$ cat src/rtl/axsort_pkg.sv
`timescale 1ns / 1ps
// Package for the ascending exchange sorter.
// Element type and width used by the sorter's top level; no dependencies.

package axsort_pkg;

  localparam int unsigned VALUE_W = 32;

  typedef logic signed [VALUE_W-1:0] value_t;

endpackage : axsort_pkg

$ cat src/rtl/axsort_ram.sv
`timescale 1ns / 1ps
// Generic simple dual-port RAM: one write port, one read port, registered read.
// Standalone; no package dependency.

module axsort_ram #(
  parameter int unsigned WIDTH = 32,
  parameter int unsigned DEPTH = 16
) (
  input  logic                     clk,
  input  logic                     wr_en,
  input  logic [$clog2(DEPTH)-1:0] wr_addr,
  input  logic [WIDTH-1:0]         wr_data,
  input  logic [$clog2(DEPTH)-1:0] rd_addr,
  output logic [WIDTH-1:0]         rd_data
);

  logic [WIDTH-1:0] mem [DEPTH];

  always_ff @(posedge clk) begin
    if (wr_en) begin
      mem[wr_addr] <= wr_data;
    end
    rd_data <= mem[rd_addr];
  end

endmodule : axsort_ram

$ cat src/rtl/ascending_exchange_sorter.sv
`timescale 1ns / 1ps
// Ascending exchange sorter, top level.
// Depends on axsort_pkg (element type) and axsort_ram (element buffer).
//
// Usage:
//   Input channel (in_*): one signed 32-bit value per beat, in_tlast closes
//   the set. Values arriving once DEPTH entries are held are dropped and the
//   set is flagged as overflowed (this includes the closing beat).
//   Output channel (out_*): the stored values in ascending signed order, one
//   per beat, out_tlast on the final one, out_tuser[0] = overflow flag of
//   the set. Equal values can change their relative order.
// Sequence, for a set of n stored values:
//   fill (one beat per cycle), then for each output position i: fetch buf[i]
//   (S_LOAD, S_FIRST), compare it against each later stored value (S_SCAN),
//   load the output register (S_EMIT) and wait for the output beat (S_WAIT).
//   The single comparator and the single read port of the buffer give one
//   compare per cycle.
// in_tready is high only while a set is being filled. A stalled receiver
// simply holds the block in its output wait; nothing is lost.
// Reset (rst_n low, synchronous) empties the buffer count, clears the
// overflow flag and returns to the fill state; buffer contents are left.

module ascending_exchange_sorter #(
  parameter int unsigned DEPTH = 16
) (
  input  logic        clk,
  input  logic        rst_n,
  // input stream
  input  logic        in_tvalid,
  output logic        in_tready,
  input  logic [31:0] in_tdata,   // [31:0] data_value
  input  logic        in_tlast,   // is_last
  // result stream
  output logic        out_tvalid,
  input  logic        out_tready,
  output logic [31:0] out_tdata,  // [31:0] sorted_value
  output logic        out_tlast,  // last_out
  output logic [0:0]  out_tuser   // [0] overflow
);

  import axsort_pkg::*;

  localparam int unsigned AW = (DEPTH > 1) ? $clog2(DEPTH) : 1;
  localparam int unsigned CW = $clog2(DEPTH + 1);
  localparam logic [CW-1:0] DEPTH_C = CW'(DEPTH);
  localparam logic [CW-1:0] ONE_C   = CW'(1);

  typedef enum logic [2:0] {
    S_FILL,   // taking input beats
    S_LOAD,   // read buf[i]
    S_FIRST,  // capture buf[i], read buf[i+1]
    S_SCAN,   // one compare of the running minimum against buf[j] per cycle
    S_EMIT,   // load output register with the minimum for position i
    S_WAIT    // output beat pending
  } state_t;

  state_t        state_r, state_nxt;
  logic [CW-1:0] count_r, count_nxt;   // entries held, also n while sorting
  logic          ovf_r, ovf_nxt;
  logic [CW-1:0] i_r, i_nxt;           // output position
  logic [CW-1:0] j_r, j_nxt;           // index of the word on rd_data
  value_t        cur_r, cur_nxt;       // running minimum for position i
  logic          out_valid_r, out_valid_nxt;
  value_t        out_data_r, out_data_nxt;
  logic          out_last_r, out_last_nxt;
  logic          out_ovf_r, out_ovf_nxt;

  // buffer port signals
  logic          wr_en;
  logic [AW-1:0] wr_addr;
  value_t        wr_data;
  logic [AW-1:0] rd_addr;
  value_t        rd_data;

  logic          in_fire;
  logic [CW-1:0] i_inc;
  logic [CW-1:0] j_inc;

  assign in_fire = in_tvalid && in_tready;
  assign i_inc   = i_r + ONE_C;
  assign j_inc   = j_r + ONE_C;

  axsort_ram #(
    .WIDTH (VALUE_W),
    .DEPTH (DEPTH)
  ) u_buf (
    .clk     (clk),
    .wr_en   (wr_en),
    .wr_addr (wr_addr),
    .wr_data (wr_data),
    .rd_addr (rd_addr),
    .rd_data (rd_data)
  );

  always_comb begin
    state_nxt     = state_r;
    count_nxt     = count_r;
    ovf_nxt       = ovf_r;
    i_nxt         = i_r;
    j_nxt         = j_r;
    cur_nxt       = cur_r;
    out_valid_nxt = out_valid_r;
    out_data_nxt  = out_data_r;
    out_last_nxt  = out_last_r;
    out_ovf_nxt   = out_ovf_r;
    wr_en         = 1'b0;
    wr_addr       = count_r[AW-1:0];
    wr_data       = value_t'(in_tdata);
    rd_addr       = i_r[AW-1:0];

    case (state_r)
      S_FILL: begin
        if (in_fire) begin
          if (count_r < DEPTH_C) begin
            wr_en     = 1'b1;
            count_nxt = count_r + ONE_C;
          end else begin
            ovf_nxt = 1'b1;
          end
          if (in_tlast) begin
            i_nxt     = '0;
            state_nxt = S_LOAD;
          end
        end
      end
      S_LOAD: begin
        rd_addr   = i_r[AW-1:0];
        state_nxt = S_FIRST;
      end
      S_FIRST: begin
        cur_nxt = rd_data;
        rd_addr = i_inc[AW-1:0];
        j_nxt   = i_inc;
        // last position has nothing left to compare against
        state_nxt = (i_inc >= count_r) ? S_EMIT : S_SCAN;
      end
      S_SCAN: begin
        // earlier value greater: swap, the smaller one stays in cur_r
        if (cur_r > rd_data) begin
          wr_en   = 1'b1;
          wr_addr = j_r[AW-1:0];
          wr_data = cur_r;
          cur_nxt = rd_data;
        end
        rd_addr = j_inc[AW-1:0];
        j_nxt   = j_inc;
        if (j_inc >= count_r) begin
          state_nxt = S_EMIT;
        end
      end
      S_EMIT: begin
        out_valid_nxt = 1'b1;
        out_data_nxt  = cur_r;
        out_last_nxt  = (i_inc == count_r);
        out_ovf_nxt   = ovf_r;
        state_nxt     = S_WAIT;
      end
      S_WAIT: begin
        if (out_tready) begin
          out_valid_nxt = 1'b0;
          if (out_last_r) begin
            count_nxt = '0;
            ovf_nxt   = 1'b0;
            state_nxt = S_FILL;
          end else begin
            i_nxt     = i_inc;
            state_nxt = S_LOAD;
          end
        end
      end
      default: begin
        state_nxt = S_FILL;
      end
    endcase
  end

  always_ff @(posedge clk) begin
    if (!rst_n) begin
      state_r     <= S_FILL;
      count_r     <= '0;
      ovf_r       <= 1'b0;
      out_valid_r <= 1'b0;
    end else begin
      state_r     <= state_nxt;
      count_r     <= count_nxt;
      ovf_r       <= ovf_nxt;
      out_valid_r <= out_valid_nxt;
    end
    i_r        <= i_nxt;
    j_r        <= j_nxt;
    cur_r      <= cur_nxt;
    out_data_r <= out_data_nxt;
    out_last_r <= out_last_nxt;
    out_ovf_r  <= out_ovf_nxt;
  end

  assign in_tready    = (state_r == S_FILL);
  assign out_tvalid   = out_valid_r;
  assign out_tdata    = out_data_r;
  assign out_tlast    = out_last_r;
  assign out_tuser[0] = out_ovf_r;

endmodule : ascending_exchange_sorter
$ cat config.mk
export PLATFORM = sky130hd
export DESIGN_NAME = ascending_exchange_sorter
export DESIGN_NICKNAME = d
export VERILOG_FILES = /design/src/rtl/axsort_pkg.sv /design/src/rtl/axsort_ram.sv /design/src/rtl/ascending_exchange_sorter.sv
export SDC_FILE = /design/constraint.sdc
export NUM_CORES = 1
export LEC_CHECK = 0
export BUFFER_PORTS_ARGS = -buffer_cell sky130_fd_sc_hd__buf_2
export CORE_MARGIN = 2
export CORE_UTILIZATION = 41
export DETAILED_ROUTE_END_ITERATION = 12
export PLACE_DENSITY_LB_ADDON = 0.05
export REMOVE_ABC_BUFFERS = 1
export SETUP_SLACK_MARGIN = 0.1
export SLEW_MARGIN = 15
export SYNTH_ARGS = -nofsm -noshare
export SYNTH_HDL_FRONTEND = slang
export SYNTH_SLANG_ARGS = --single-unit
$ cat constraint.sdc
create_clock -name clk -period 4.5 [get_ports clk]
set_clock_uncertainty 0.2 [all_clocks]
set_input_delay 0.225 -clock clk [delete_from_list [all_inputs] [get_ports clk]]
set_output_delay 0.225 -clock clk [all_outputs]
set_load 0.02 [all_outputs]
==> flow_summary.json <==
{
  "n_antenna_cell": 0,
  "grt_pass1_vias": 13200,
  "chipWidth_um": 256,
  "postCtsSetupBuffers": 0,
  "period_share_pct": 88.3,
  "antenna_found_initial": 0,
  "final_common_cell": "edfxtp_1",
  "crit_path_start_kind": "flip-flop",
  "path_buf_inv": 1,
  "ir_drop_v": 0.000302,
  "wl_per_cell_um": 24.2,
  "synthCells": 1481,
  "fin_util_pct": 48.4,
  "drc_errors": 0,
  "place_congestion": 0.746,
  "slowest_stage": "mux2i_4",
  "ant_nets": 0,
  "path_class": "reg2reg",
  "period_needed_ns": 3.97,
  "nets": 1740,
  "cp_max_fo": 19,
  "coreArea_um2": 62900,
  "critical_path.max_stage_delay_ns": 0.50,
  "io_buffers": 72,
  "fin_ws_ns": 0.527,
  "pin_count": 73,
  "cts_tree": "built",
  "powerDensity_nw_per_um2": 442,
  "numCtsBuffers": 70,
  "initial_core_util_pct": 41.3,
  "synthAdderAreaFrac_pct": 2.17,
  "yosys-top-cells-area": "edfxtp_1, mux2i_1, dfxtp_1",
  "min_from": "in_tdata[31]",
  "p_clk_share_pct": 40.2,
  "drt-met1-wl_mm": 29.5,
  "hold_class": "in2reg",
  "clk_pin_slew_worst_paths_ns": 0.06,
  "r2r-start": "cur_r[31]$_DFFE_PP_",
  "worstPathRequired_ns": 4.60,
  "tightest_slew_ns": 1.06,
  "syn-cell-area_um2": 26000,
  "async_reset_ff_share_pct": 0,
  "cp-startpoint": "cur_r[31]$_DFFE_PP_",
  "yosysSeqAreaShare_pct": 71.2,
  "crit_path_end_kind": "flip-flop",
  "grt_pass1_wl_mm": 90.4,
  "clk_latency_ns": 0.59,
  "cts_max_level": 3,
  "pwr-share-seq_pct": 49.8,
  "grt_use_total_pct": 19.0,
  "wl_met3_mm": 1.91,
  "path_cells": "ha_1, nand4_1, nor4_2, a31oi_1, and2_1, mux2i_4, buf_12, mux2_2",
  "synth.distinct_cells": 46,
  "cap_violations": 0,
  "switchingPower_uw": 3120,
  "synthXorXnorAreaFrac_pct": 0.371,
  "top_layer": "met4",
  "wl_met2_mm": 29.5,
  "synth_compound_area_share_pct": 1.85,
  "cts.path.max_buffers": 3,
  "leakage_uw": 0.0119,
  "muxShareOfSynthArea_pct": 20.6,
  "post_synth_and_or_nand_nor_area_fraction_pct": 1.99,
  "syn2layout_area_growth_pct": 17.2,
  "place_ws_ns": 0.468,
  "viasPerCell": 5.12,
  "netlist.area_leader.share_pct": 68.0,
  "cts.sinks": 630,
  "grt_start_max_net_pins": 72,
  "layout_common_cells": "edfxtp_1, mux2i_1, buf_2",
  "report.final.slew_viol_count": 0,
  "dieArea_um2": 65400,
  "die_h_um": 256,
  "drt_wl_total_mm": 62.1,
  "synth_enable_flop_cells": 588,
  "rows": 92,
  "yosys_warnings": 0,
  "max-slew-margin-rel_pct": 29.2,
  "firstDrtPassIters": 5,
  "final_hold_viol_count": 0,
  "cts-root-buf": "clkbuf_16",
  "ys.flop_type": "edfxtp_1",
  "vias": 13100,
  "drtIter0Drc": 845,
  "status": "finished, final reports clean",
  "ys_seq_elements": 630,
  "synth_area_per_cell_um2": 17.5,
  "overflow": 0,
  "yosys.area.top_type": "edfxtp_1",
  "synth_top_family_by_area": "multiplexers",
  "fmax_mhz": 252,
  "finalSetupViolCount": 0,
  "pwr-share-comb_pct": 10.0,
  "worstPathArrival_ns": 4.07,
  "layout-drive-gt1-share_pct": 16.5,
  "rsz0062_at_grt": "no",
  "crit_family": "multiplexers",
  "dp_hpwl_mm": 36.6,
  "switching_share_pct": 23.2,
  "p_int_uw": 10300
}
==> cells in the mapped netlist, types with 3 or more instances <==
cell	number
xnor2_1	6
nor3_1	7
inv_1	45
mux2_4	29
mux2_2	5
o21ai_0	9
a21oi_1	26
ha_1	45
buf_6	3
nor2b_1	10
clkbuf_1	11
edfxtp_1	588
mux2i_1	482
nand2_1	15
nor2_1	24
and3_1	3
a32o_1	9
nand3_1	22
dfxtp_1	42
a21o_1	5
xor2_1	5
a211oi_1	4
buf_2	46
nand4_1	12
==> power groups by stage <==
stage                     logic [µW]  registers, µW  clock network (µW)
final                           1350           6700                5410
after global routing            1470           6710                5780
after CTS                       1370           6700                5560
after detailed placement        1340           6820                   0
after global placement          1330           6820                   0
after floorplan                 1350           6790                   0
==> worst register-to-register path: stages, from the launching register on <==
cell and delay, ns:
edfxtp_1 0.45, ha_1 0.48, nand4_1 0.25, nor4_2 0.39
a31oi_1 0.31, and2_1 0.28, mux2i_4 0.50, buf_12 0.30
mux2_2 0.51
==> through the flow <==
step / hold WS [ns] / std cells / total power, µW / instance area, µm² / TNS (ns)
6_report: 0.0485 / 2560 / 13500 / 30400 / 0
5_1_grt: 0.0456 / 2560 / 14000 / 30400 / 0
4_1_cts: 0.00771 / 2560 / 13600 / 30400 / 0
3_5_place_dp: 0.215 / 2394 / 8150 / 27900 / 0
3_3_place_gp: 0.217 / 2394 / 8150 / 27900 / 0
2_1_floorplan: 0.153 / 1420 / 8140 / 25700 / -616.68
==> final timing paths <==
check / to / slack (ns) / cells past startpoint
max: u_buf.mem[12][31]$_DFFE_PP_ / 0.53 / 8
min: u_buf.mem[1][31]$_DFFE_PP_ / 0.05 / 2
max reg2reg: u_buf.mem[12][31]$_DFFE_PP_ / 0.53 / 8
min reg2reg: cur_r[15]$_DFFE_PP_ / 0.23 / 0
==> what timing repair did <==
| action | CTS | global route |
|---|---|---|
| hold buffers | 38 | 0 |
| gates resized for setup | 0 | 0 |
| endpoints found under the hold margin | 506 | 0 |
==> kinds of logic after synthesis <==
| family | Yosys count |
|---|---|
| and+or+nand+nor | 101 |
| adders and majority gates | 45 |
| buffers and inverters | 106 |
| muxes | 517 |
| AOI/OAI and AO/OA | 71 |
| xor gates and xnor gates | 11 |
| DFF | 630 |
==> layout make-up <==
type	count	area [µm²]
Fill cell	5407	32400
Sequential cell	630	18500
Multi-Input combinational cell	745	7170
Clock buffer	106	2000
Timing Repair Buffer	166	1360
Tap cell	846	1060
Clock inverter	22	185
Inverter	45	169
==> routing by layer <==
layer | GRT usage, % | up-vias
met5 | 0 | -
met4 | 4.50 | 0
met3 | 2.86 | 81
met2 | 30.9 | 202
met1 | 26.8 | 6669
li1 | - | 6147
==> flip-flops by register name, summed over array words and instances (netlist names) <==
name and flops:
u_buf.mem 512, cur_r 32, out_tdata 32, u_buf.rd_data 32, count_r 5, i_r 5
j_r 5, state_r 3, out_tlast 1, out_tuser 1, out_tvalid 1, ovf_r 1
Power figures use the tool's default switching activity.
